**config.mk**
```make
export PLATFORM = sky130hd
export DESIGN_NAME = pn_lock_frame_resync
export DESIGN_NICKNAME = d
export VERILOG_FILES = /design/src/rtl/core/pnlfr_pkg.sv /design/src/rtl/core/pn_lock_frame_resync.sv /design/src/rtl/core/pnlfr_out.sv
export SDC_FILE = /design/constraint.sdc
export NUM_CORES = 1
export LEC_CHECK = 0
export BUFFER_PORTS_ARGS = -buffer_cell sky130_fd_sc_hd__buf_2
export CORE_ASPECT_RATIO = 0.75
export CORE_MARGIN = 1.5
export CORE_UTILIZATION = 42
export CTS_CLUSTER_DIAMETER = 50
export DETAILED_ROUTE_END_ITERATION = 12
export GPL_TIMING_DRIVEN = 1
export MAX_ROUTING_LAYER = met4
export SYNTH_ARGS = -nofsm -noshare
export SYNTH_HDL_FRONTEND = slang
export SYNTH_HIERARCHICAL = 1
export SYNTH_SLANG_ARGS = --single-unit
```
**constraint.sdc**
```tcl
create_clock -name clk -period 5.8 [get_ports clk]
set_clock_uncertainty 0.1 [all_clocks]
set_input_delay 0.58 -clock clk [delete_from_list [all_inputs] [get_ports clk]]
set_output_delay 0.58 -clock clk [all_outputs]
set_load 0.01 [all_outputs]
```
**src/rtl/core/pnlfr_pkg.sv**
```systemverilog
// pnlfr_pkg: shared types, constants and helpers of the pn lock and frame resync block
// holds the sync marker, its differential pattern, field widths and register indexes
// no dependencies
package pnlfr_pkg;

  // field widths
  localparam int SAMPLE_W   = 8;
  localparam int COUNT_W    = 63;
  localparam int MAG_W      = 7;
  localparam int SCORE_W    = 14;
  localparam int CFG_W      = 13;
  localparam int FBITS_W    = 20;
  localparam int CFG_DATA_W = 20;
  localparam int CFG_IDX_W  = 2;
  localparam int PAIR_W     = 2;
  localparam int POS_W      = 6;

  // 64-bit sync marker, sent msb first
  localparam logic [63:0] SYNC_MARKER = 64'h4BBB_B999_9555_7FFF;

  // frame bits that carry the timestamp
  localparam int STAMP_FIRST_BIT = 160;
  localparam int STAMP_END_BIT   = 224;

  // configuration register indexes
  typedef enum logic [CFG_IDX_W-1:0] {
    REG_RESYNC_ENABLE  = 2'd0,
    REG_LOCK_THRESHOLD = 2'd1,
    REG_SCORE_CEILING  = 2'd2,
    REG_FRAME_BITS     = 2'd3
  } cfg_reg_t;

  // pair counts of an output word
  localparam logic [PAIR_W-1:0] PAIR_ONE = 2'd1;
  localparam logic [PAIR_W-1:0] PAIR_TWO = 2'd2;

  // cumulative xor of the marker from its msb down to bit i
  function automatic logic [63:0] marker_run(input logic [63:0] m);
    logic [63:0] r;
    logic        acc;
    acc = 1'b0;
    r   = '0;
    for (int i = 63; i >= 0; i--) begin
      acc  = acc ^ m[i];
      r[i] = acc;
    end
    return r;
  endfunction

  // tx bit for marker bit i is the tx bit before the marker xor this
  localparam logic [63:0] MARKER_TX = marker_run(SYNC_MARKER);

  // soft symbol from a tx bit and a magnitude
  function automatic logic signed [SAMPLE_W-1:0] to_symbol(input logic t,
                                                           input logic [MAG_W-1:0] mag);
    logic [SAMPLE_W-1:0] m8;
    m8 = {1'b0, mag};
    return t ? signed'(m8) : signed'(SAMPLE_W'(0) - m8);
  endfunction

  // one output word handed from the step logic to the output stage
  typedef struct packed {
    logic                       lock;
    logic signed [SAMPLE_W-1:0] sym_a;
    logic signed [SAMPLE_W-1:0] sym_b;
    logic [PAIR_W-1:0]          pair_count;
    logic                       last;
    logic                       tx_base;
    logic [MAG_W-1:0]           mag;
  } step_word_t;

endpackage

```
**src/rtl/core/pn_lock_frame_resync.sv**
```systemverilog
// pn_lock_frame_resync: top level of the pn resync and framing block
// depends on pnlfr_pkg and pnlfr_out
//
// usage: soft symbols enter on the sample channel (sample_valid, sample_stall,
// sample, sample_count); output words leave on the symbol channel
// (symbol_valid, symbol_stall, symbol_a, symbol_b, pair_count, last). each
// output word carries one or two soft symbols; last marks the final word of an
// input sample. a word moves at a clock edge with valid high and stall low.
// the block takes one sample per cycle while sample_stall is low; its first
// output word is registered as it is taken. every sample gives one word,
// except a lock on the sync marker, which gives 33 words, one per cycle while
// symbol_stall is low; sample_stall stays high while the first 32 of them are
// out and drops as the last one is loaded; it also follows symbol_stall while
// the output register holds a word. the output register decouples the sides,
// so a sample is taken in the cycle its predecessor's word is taken.
// configuration: wr_en, wr_index, wr_data write the registers; write only
// while the block is idle. reset (rst, synchronous, active high) returns the
// block to hunting with zero state and the default register values.
module pn_lock_frame_resync #(
  parameter int FRAME_INDEX_WIDTH = 20
) (
  input  logic                                   clk,
  input  logic                                   rst,
  input  logic                                   sample_valid,
  output logic                                   sample_stall,
  input  logic signed [pnlfr_pkg::SAMPLE_W-1:0]  sample,
  input  logic [pnlfr_pkg::COUNT_W-1:0]          sample_count,
  output logic                                   symbol_valid,
  input  logic                                   symbol_stall,
  output logic signed [pnlfr_pkg::SAMPLE_W-1:0]  symbol_a,
  output logic signed [pnlfr_pkg::SAMPLE_W-1:0]  symbol_b,
  output logic [pnlfr_pkg::PAIR_W-1:0]           pair_count,
  output logic                                   last,
  input  logic                                   wr_en,
  input  logic [pnlfr_pkg::CFG_IDX_W-1:0]        wr_index,
  input  logic [pnlfr_pkg::CFG_DATA_W-1:0]       wr_data
);
  import pnlfr_pkg::*;

  localparam int FW = FRAME_INDEX_WIDTH;

  // configuration registers
  logic               resync_enable;
  logic [CFG_W-1:0]   lock_threshold;
  logic [CFG_W-1:0]   score_ceiling;
  logic [FBITS_W-1:0] frame_bits;

  // block state
  logic               prev_rx_bit;
  logic               prev_tx_bit;
  logic [63:0]        rx_history;
  logic [63:0]        pn_state;
  logic [SCORE_W-1:0] agree_score;
  logic               in_frame;
  logic [FW-1:0]      frame_bit_index;
  logic [63:0]        frame_stamp;

  // next values
  logic               prev_tx_bit_next;
  logic [63:0]        rx_history_next;
  logic [63:0]        pn_state_next;
  logic [SCORE_W-1:0] agree_score_next;
  logic               in_frame_next;
  logic [FW-1:0]      frame_bit_index_next;

  logic               accept;
  logic               busy;
  logic               now_bit;
  logic               rx_bit;
  logic               pn_bit;
  logic [MAG_W-1:0]   mag;
  logic [FW-1:0]      idx_inc;
  logic [FW-1:0]      stamp_off;
  logic [5:0]         stamp_sel;
  logic               in_stamp;
  logic               frame_bit;
  logic               tx_bit;
  logic               lock;
  step_word_t         word;

  assign sample_stall = busy || (symbol_valid && symbol_stall);
  assign accept       = sample_valid && !sample_stall;

  // configuration writes
  always_ff @(posedge clk) begin
    if (rst) begin
      resync_enable  <= 1'b1;
      lock_threshold <= CFG_W'(1000);
      score_ceiling  <= CFG_W'(5000);
      frame_bits     <= FBITS_W'(354848);
    end else if (wr_en) begin
      unique case (cfg_reg_t'(wr_index))
        REG_RESYNC_ENABLE:  resync_enable  <= wr_data[0];
        REG_LOCK_THRESHOLD: lock_threshold <= wr_data[CFG_W-1:0];
        REG_SCORE_CEILING:  score_ceiling  <= wr_data[CFG_W-1:0];
        REG_FRAME_BITS:     frame_bits     <= wr_data[FBITS_W-1:0];
        default:            ;
      endcase
    end
  end

  // slicing, differential decode and magnitude
  always_comb begin
    now_bit = !sample[SAMPLE_W-1] && (sample != '0);
    rx_bit  = prev_rx_bit ^ now_bit;
    if (sample == '0) begin
      mag = MAG_W'(1);
    end else if (sample == signed'({1'b1, {(SAMPLE_W-1){1'b0}}})) begin
      mag = {MAG_W{1'b1}};
    end else if (sample[SAMPLE_W-1]) begin
      mag = MAG_W'(SAMPLE_W'(0) - sample);
    end else begin
      mag = sample[MAG_W-1:0];
    end
    pn_bit = pn_state[13] ^ pn_state[14];
  end

  // timestamp position within the frame
  assign idx_inc   = frame_bit_index + FW'(1);
  assign stamp_off = frame_bit_index - FW'(STAMP_FIRST_BIT);
  assign stamp_sel = {stamp_off[5:3], ~stamp_off[2:0]};
  assign in_stamp  = (frame_bit_index >= FW'(STAMP_FIRST_BIT)) &&
                     (frame_bit_index < FW'(STAMP_END_BIT));
  assign frame_bit = in_stamp ? (frame_stamp[stamp_sel] ^ pn_bit ^ frame_bit_index[3])
                              : rx_bit;

  // per-sample state step and output word
  always_comb begin
    rx_history_next      = {rx_history[62:0], rx_bit};
    pn_state_next        = {pn_state[62:0], pn_bit};
    agree_score_next     = agree_score;
    in_frame_next        = in_frame;
    frame_bit_index_next = frame_bit_index;
    prev_tx_bit_next     = prev_tx_bit;
    lock                 = 1'b0;
    tx_bit               = prev_tx_bit;

    if (in_frame) begin
      // frame bit, with the timestamp bytes scrambled in
      tx_bit               = frame_bit ^ prev_tx_bit;
      prev_tx_bit_next     = tx_bit;
      frame_bit_index_next = idx_inc;
      if (idx_inc == FW'(frame_bits)) begin
        in_frame_next        = 1'b0;
        frame_bit_index_next = '0;
        agree_score_next     = '0;
      end
    end else begin
      // hunting: score update and generator reload
      if (rx_bit == pn_bit) begin
        if (agree_score < SCORE_W'(score_ceiling)) begin
          agree_score_next = agree_score + SCORE_W'(1);
        end
      end else if (agree_score <= SCORE_W'(2)) begin
        agree_score_next = SCORE_W'(1);
        pn_state_next    = rx_history_next;
      end else begin
        agree_score_next = agree_score - SCORE_W'(2);
      end
      // marker check
      if (pn_state_next == SYNC_MARKER &&
          agree_score_next > SCORE_W'(lock_threshold)) begin
        lock                 = 1'b1;
        in_frame_next        = 1'b1;
        frame_bit_index_next = '0;
        prev_tx_bit_next     = prev_tx_bit ^ MARKER_TX[0];
      end
    end

    word.lock    = 1'b0;
    word.tx_base = prev_tx_bit;
    word.mag     = mag;
    if (!resync_enable) begin
      word.sym_a      = sample;
      word.sym_b      = '0;
      word.pair_count = PAIR_ONE;
      word.last       = 1'b1;
    end else if (lock) begin
      word.lock       = 1'b1;
      word.sym_a      = to_symbol(tx_bit, mag);
      word.sym_b      = to_symbol(prev_tx_bit ^ MARKER_TX[63], mag);
      word.pair_count = PAIR_TWO;
      word.last       = 1'b0;
    end else begin
      word.sym_a      = to_symbol(tx_bit, mag);
      word.sym_b      = '0;
      word.pair_count = PAIR_ONE;
      word.last       = 1'b1;
    end
  end

  // state registers
  always_ff @(posedge clk) begin
    if (rst) begin
      prev_rx_bit     <= 1'b0;
      prev_tx_bit     <= 1'b0;
      rx_history      <= '0;
      pn_state        <= '0;
      agree_score     <= '0;
      in_frame        <= 1'b0;
      frame_bit_index <= '0;
      frame_stamp     <= '0;
    end else if (accept && resync_enable) begin
      prev_rx_bit     <= now_bit;
      prev_tx_bit     <= prev_tx_bit_next;
      rx_history      <= rx_history_next;
      pn_state        <= pn_state_next;
      agree_score     <= agree_score_next;
      in_frame        <= in_frame_next;
      frame_bit_index <= frame_bit_index_next;
      if (lock) begin
        frame_stamp <= {1'b0, sample_count};
      end
    end
  end

  // output register and marker burst
  pnlfr_out u_out (
    .clk          (clk),
    .rst          (rst),
    .load         (accept),
    .word_in      (word),
    .symbol_stall (symbol_stall),
    .symbol_valid (symbol_valid),
    .symbol_a     (symbol_a),
    .symbol_b     (symbol_b),
    .pair_count   (pair_count),
    .last         (last),
    .busy         (busy)
  );

endmodule

```
**src/rtl/core/pnlfr_out.sv**
```systemverilog
// pnlfr_out: output register of the resync block and the marker burst sequencer
// depends on pnlfr_pkg for the word struct, marker pattern and symbol helper
module pnlfr_out (
  input  logic                                 clk,
  input  logic                                 rst,
  input  logic                                 load,
  input  pnlfr_pkg::step_word_t                word_in,
  input  logic                                 symbol_stall,
  output logic                                 symbol_valid,
  output logic signed [pnlfr_pkg::SAMPLE_W-1:0] symbol_a,
  output logic signed [pnlfr_pkg::SAMPLE_W-1:0] symbol_b,
  output logic [pnlfr_pkg::PAIR_W-1:0]         pair_count,
  output logic                                 last,
  output logic                                 busy
);
  import pnlfr_pkg::*;

  logic             burst_active;
  logic [POS_W-1:0] burst_pos;
  logic             burst_base;
  logic [MAG_W-1:0] burst_mag;
  logic             out_free;
  logic [POS_W-1:0] pos_b;
  logic             burst_end;

  assign out_free  = !symbol_valid || !symbol_stall;
  assign busy      = burst_active;
  assign pos_b     = burst_pos - POS_W'(1);
  assign burst_end = (burst_pos == '0);

  // control: valid and burst sequencing
  always_ff @(posedge clk) begin
    if (rst) begin
      symbol_valid <= 1'b0;
      burst_active <= 1'b0;
      burst_pos    <= '0;
    end else if (load) begin
      symbol_valid <= 1'b1;
      if (word_in.lock) begin
        burst_active <= 1'b1;
        burst_pos    <= POS_W'(62);
      end
    end else if (burst_active && out_free) begin
      symbol_valid <= 1'b1;
      if (burst_end) begin
        burst_active <= 1'b0;
      end else begin
        burst_pos <= burst_pos - POS_W'(2);
      end
    end else if (out_free) begin
      symbol_valid <= 1'b0;
    end
  end

  // payload: word from the step logic or the next marker pair
  always_ff @(posedge clk) begin
    if (load) begin
      symbol_a   <= word_in.sym_a;
      symbol_b   <= word_in.sym_b;
      pair_count <= word_in.pair_count;
      last       <= word_in.last;
      burst_base <= word_in.tx_base;
      burst_mag  <= word_in.mag;
    end else if (burst_active && out_free) begin
      symbol_a   <= to_symbol(burst_base ^ MARKER_TX[burst_pos], burst_mag);
      symbol_b   <= burst_end ? '0 : to_symbol(burst_base ^ MARKER_TX[pos_b], burst_mag);
      pair_count <= burst_end ? PAIR_ONE : PAIR_TWO;
      last       <= burst_end;
    end
  end

endmodule

```
### Word-level counts from Yosys, hierarchy flattened

Memory sizes are Yosys's and may differ from the RTL's. A register that Yosys moved wholly into a read port is not among the register bits.
Cells that the tools add are included.

| operators by class | value |
|---|---|
| $add $sub $neg | 9 |
| $mul | 0 |
| divide/modulo/power cells | 0 |
| order comparisons | 8 |
| equality and inequality tests | 10 |
| shift-type cells | 0 |
| mux-type cells | 57 |
| bitwise logic cells | 8 |
| reduce and logical (&&, ||, !) cells | 30 |

Operator list:

| operator | number |
|---|---|
| $mux 64 | 3 |
| $mux 14 | 6 |
| $mux 8 | 9 |
| $eq 64x63->1 const B | 1 |
| $mux 63 | 1 |
| $mux 20 | 3 |
| $mux 6 | 6 |
| $lt 6x7->1 const B | 3 |
| $mux 7 | 3 |
| $add 20x1->20 const B | 1 |
| $eq 20x20->1 | 1 |
| $ge 20x8->1 const B | 1 |
| $lt 20x8->1 const B | 1 |
| $mux 1 | 20 |
| $mux 19 | 1 |
| $sub 1x7->8 const A | 2 |
| $add 14x1->14 const B | 1 |
| $gt 14x13->1 | 1 |
| $le 14x2->1 const B | 1 |
| $lt 14x13->1 | 1 |
| $reduce_and 2->1 | 7 |
| $sub 14x2->14 const B | 1 |
| $mux 11 | 1 |
| $eq 8x8->1 const B | 1 |
| 23 further kinds | 46 |

| word-level totals | value |
|---|---|
| flip-flop bits (word level) | 308 |
| latch bits | 0 |
| memory bits (writable) | 0 |
| ROM bits | 128 |
| bits of input ports | 98 |
| output and inout port bits | 21 |
| logic and storage cells | 145 |
| memories | 2 |

Memories:

| memory | words | width | read ports | clocked after Yosys merged registers in | wr ports | line | RTL |
|---|---|---|---|---|---|---|---|
| (name not given) | 64 | 1 | 1 | 1 | 0 | pnlfr_out.sv:65 | `symbol_a <= to_symbol(burst_base ^ MARKER_TX[burst_pos], burst_mag);` |
| (name not given) | 64 | 1 | 1 | 0 | 0 | pnlfr_out.sv:66 | `symbol_b <= burst_end ? '0 : to_symbol(burst_base ^ MARKER_TX[pos_b], burst_mag);` |

### Depth between registers and ports, before layout

| logic depth | value |
|---|---|
| word-level depth | 16 |
| depth in mapped cells | 28 |
| mapped depth without buffers | 28 |

### By module

Netlist, hierarchy kept.

Modules (own cells, without submodules):

| module | times used | cells each | area an instance (µm²) | sequential area each (µm²) |
|---|---|---|---|---|
| pn_lock_frame_resync | 1 | 1696 | 14229.9 | 5465.2 |
| pnlfr_out | 1 | 215 | 2098.3 | 991.0 |

### Worst setup path after synthesis

Ideal clock, no wire load.

| path | value |
|---|---|
| path kind | input to register |
| from | input sample[0] (netlist bit) |
| to | register with a tool-made name |
| library setup time | 0.091 ns |
| data arrival time | 5.676 ns |
| data required time | 5.609 ns |
| slack | -0.067 ns |
| cell stages on the path | 27 |
| buffers on the path | 0 |
| path through | inv_1 > ha_1 > nor4b_1 > a21oi_1 > xor2_1 > xnor2_1 > a2111o_1 > nor2_1 > a31o_2 > mux2i_1 > ha_1 > a21o_1 > a21o_1 > a221oi_1 > o21ai_0 > a211o_1 > a21oi_2 > a21oi_2 > nand3_2 > inv_2 > nor2_1 > nor2_1 > a221oi_1 > nor2_1 > o211a_1 > o211a_1 > a311oi_1 |

RTL lines:

| element | line | RTL |
|---|---|---|
| start, declared | pn_lock_frame_resync.sv:26 | `input logic signed [pnlfr_pkg::SAMPLE_W-1:0] sample,` |

==> results.sh <==
export IMPL_grt_overflow=0
export IMPL_whs_ns=0.179
export IMPL_min_period_over_period_pct=95.2
export IMPL_start_util_pct=42.6
export IMPL_gp_congestion=0.951
export IMPL_synth_main_ff_cell="dfxtp_1"
export IMPL_clk_pin_slew_ns=0.06
export IMPL_wl_per_cell_um=17.6
export IMPL_postLayoutCellArea_um2=19000
export IMPL_hold_viol_final=0
export IMPL_synth_area_leaders="dfxtp_1, mux2i_1, nand2_1, edfxtp_1, nor2_1"
export IMPL_async_reset_ff_share_pct=0
export IMPL_synth_distinct_cells=96
export IMPL_holdPathStages=3
export IMPL_setup_viol=0
export IMPL_route_detailed_drc=0
export IMPL_p_comb_share_pct=40.1
export IMPL_final_nets=2165
export IMPL_detailed_place_hpwl_um=31800
export IMPL_seqPwrFrac_pct=30.9
export IMPL_ys_ff_latch=309
export IMPL_fmax_ghz=0.181
export IMPL_p_int_mw=4.98
export IMPL_io_pins=119
export IMPL_syn_nets=2046
export IMPL_hold_buffers=0
export IMPL_ir_drop_mv=0.430
export IMPL_yosysWarnings=6
export IMPL_drive_gt1_share_pct=16.3
export IMPL_grt_max_degree=99
export IMPL_synth_edf_count=27
export IMPL_final_min_clock_period_ns=5.52
export IMPL_crit_arrival_ns=5.80
export IMPL_status="finished clean"
export IMPL_track_usage_pct=22.9
export IMPL_cts_sinks=309
export IMPL_maxSlewHeadroom_pct=30.3
export IMPL_worstSetupPathType="flop to flop"
export IMPL_area_delta_synth_final_pct=16.4
export IMPL_worst_pin_slew_ns=1.04
export IMPL_clock_path_buffers=3
export IMPL_cts_tree="yes"
export IMPL_antenna_found_initial=2
export IMPL_cp_common_cell="buf_4"
export IMPL_power_switching_mw=2.75
export IMPL_vias_per_cell=5.61
export IMPL_vias=14388
export IMPL_dr_pass1_iters=5
export IMPL_drtAntennaViolNets=0
export IMPL_synthCells=1911
export IMPL_root_buffer="clkbuf_16"
export IMPL_crit_path_end_kind="flop"
export IMPL_clkPwrFrac_pct=29.0
export IMPL_fp_coreArea_um2=38300
export IMPL_yosys_cell_count_top_type="nand2_1"
export IMPL_slowest_stage="a2111o_1"
export IMPL_crit_required_ns=6.08
export IMPL_critPathLaunchType="flop"
export IMPL_die_w_um=231
export IMPL_cts_htree_levels=2
export IMPL_crit_fanout=5
export IMPL_drt_iter0_drc=1136
export IMPL_cts_buffers_inserted=37
export IMPL_hp_class="input pin to flop"
export IMPL_place_area_um2=17600
export IMPL_fillCellCount=3727
export IMPL_netSwitchingFraction_pct=35.6
export IMPL_reg2reg_slack_ns=0.28
export IMPL_io_buffers=118
export IMPL_r2r_cells=26
export IMPL_finalPower_mw=7.73
export IMPL_utilization_pct=49.6
export IMPL_syn_area_per_cell_um2=8.54
export IMPL_cpPeakStageDelay_ns=0.48
export IMPL_ys_top_cells_by_count="nand2_1, dfxtp_1, nor2_1"
export IMPL_slew_viol_final=0
export IMPL_synth_top_area_share_pct=34.6
export IMPL_dieArea_um2=40100
export IMPL_p_per_area_nw_per_um2=407
export IMPL_die_h_um=174
export IMPL_synth_top_cell_by_area="dfxtp_1"
export IMPL_fp_row_count=62
export IMPL_netlist_area_um2=16300
export IMPL_clk_latency_ns=0.54
export IMPL_grt_pass1_vias=13454
export IMPL_grt_pass1_wl_um=72700
export IMPL_wl_um=45200
export IMPL_power_leakage_nw=7.11
export IMPL_maxCapViolCount=0
export IMPL_seq_area_frac_synth_pct=39.5
## cell usage in the layout, fill, tap and decap left out, types with 7 or more instances in the layout
cell type / instances
nand2_1: 301
dfxtp_1: 281
nor2_1: 207
mux2i_1: 140
a21oi_1: 133
buf_2: 117
buf_4: 87
a211oi_1: 74
inv_1: 58
nand3_1: 41
o21ai_0: 39
ha_1: 37
clkbuf_16: 37
xnor2_1: 35
a31oi_1: 27
edfxtp_1: 27
nor3_1: 24
nand4_1: 24
nand3b_1: 22
nor4_1: 20
mux4_2: 15
xor2_1: 14
o21ai_1: 13
or3_1: 12
a22o_1: 12
a21o_1: 11
and4_1: 10
nor3b_1: 9
o31ai_1: 9
and3_1: 9
nand4b_1: 9
nand2b_1: 8
nor2b_1: 8
nor4bb_1: 8
a211o_1: 7
or4_1: 7
clkinv_2: 7
## power by group through the flow
| stage | Clock, mW | Sequential, mW | Combinational [mW] |
|---|---|---|---|
| 2_1_floorplan | 0 | 2.40 | 1.98 |
| 3_3_place_gp | 0 | 2.43 | 2.91 |
| 3_5_place_dp | 0 | 2.43 | 2.93 |
| 4_1_cts | 2.29 | 2.39 | 3.01 |
| 5_1_grt | 2.38 | 2.41 | 3.38 |
| 6_report | 2.24 | 2.39 | 3.10 |
## what timing repair did
action	in CTS	in global routing
endpoints found under the setup margin	1	1
resized for setup	4	28
endpoints found under the hold margin	0	0
pin swaps	1	15
buffers inserted	2	3
## sequential cells by signal (all words and copies together) (netlist names), 6 cells and up, named ones only
register / count
frame_stamp: 63
pn_state: 63
rx_history: 63
frame_bit_index: 20
frame_bits: 20
agree_score: 14
lock_threshold: 13
score_ceiling: 13
u_out/symbol_a: 8
u_out/symbol_b: 8
u_out/burst_mag: 7
u_out/burst_pos: 6
## worst max-delay path: cells and delay by family, from the launching register on
family	cells	cell delay [ns]
compound gates	12	2.68
fa+ha+maj	2	0.57
buf+inv	5	0.58
flops	1	0.33
simple gates	7	1.08
## area by class of cell
class	instances	area, um2	area share [%]
timing repair buffer	210	1340	7.05
sequential	309	6460	34.0
inverter	60	228	1.20
antenna	2	5.00	0.0263
multi-input combinational	1412	9190	48.3
tap	512	641	3.37
clock buffer	45	996	5.24
clock inverter	16	156	0.823
## logic make-up (layout without fill, tap and decap cells)
logic type	count (synthesis)	count (layout)	share of synthesized area (%)
xor gates and xnor gates	51	51	2.87
buffers and inverters	190	331	5.30
adders and majority gates	37	37	2.84
muxes	158	158	10.9
and+or+nand+nor	766	766	22.5
AOI/OAI and AO/OA	400	400	16.1
DFF	309	309	39.5
other	0	2	0
## metrics by stage
step                      setup WS, ns  cells  setup TNS (ns)
after floorplan                 0.0679   1911               0
after global placement          -0.165   2497          -0.165
after detailed placement        -0.265   2497          -0.265
after CTS                       0.0128   2560               0
after global routing          -0.00839   2566        -0.00839
final                            0.280   2566               0
## routing by layer
layer / track usage (%) / up-vias / wire, um
met5: - / - / 0
met4: 4.93 / 0 / 685
met3: 3.68 / 59 / 2750
met2: 32.4 / 395 / 19000
met1: 33.8 / 6864 / 22800
li1: - / 7070 / -
## worst paths after layout
path                                                       end                           start
worst min-delay path               frame_stamp[8]$_SDFFE_PP0P_                 sample_count[8]
worst max-delay path                                      flop  score_ceiling[10]$_SDFFE_PP0P_
worst max register to register                            flop  score_ceiling[10]$_SDFFE_PP0P_
worst min register to register  score_ceiling[10]$_SDFFE_PP0P_  score_ceiling[10]$_SDFFE_PP0P_
No activity file was read; power rests on OpenSTA's default activity.
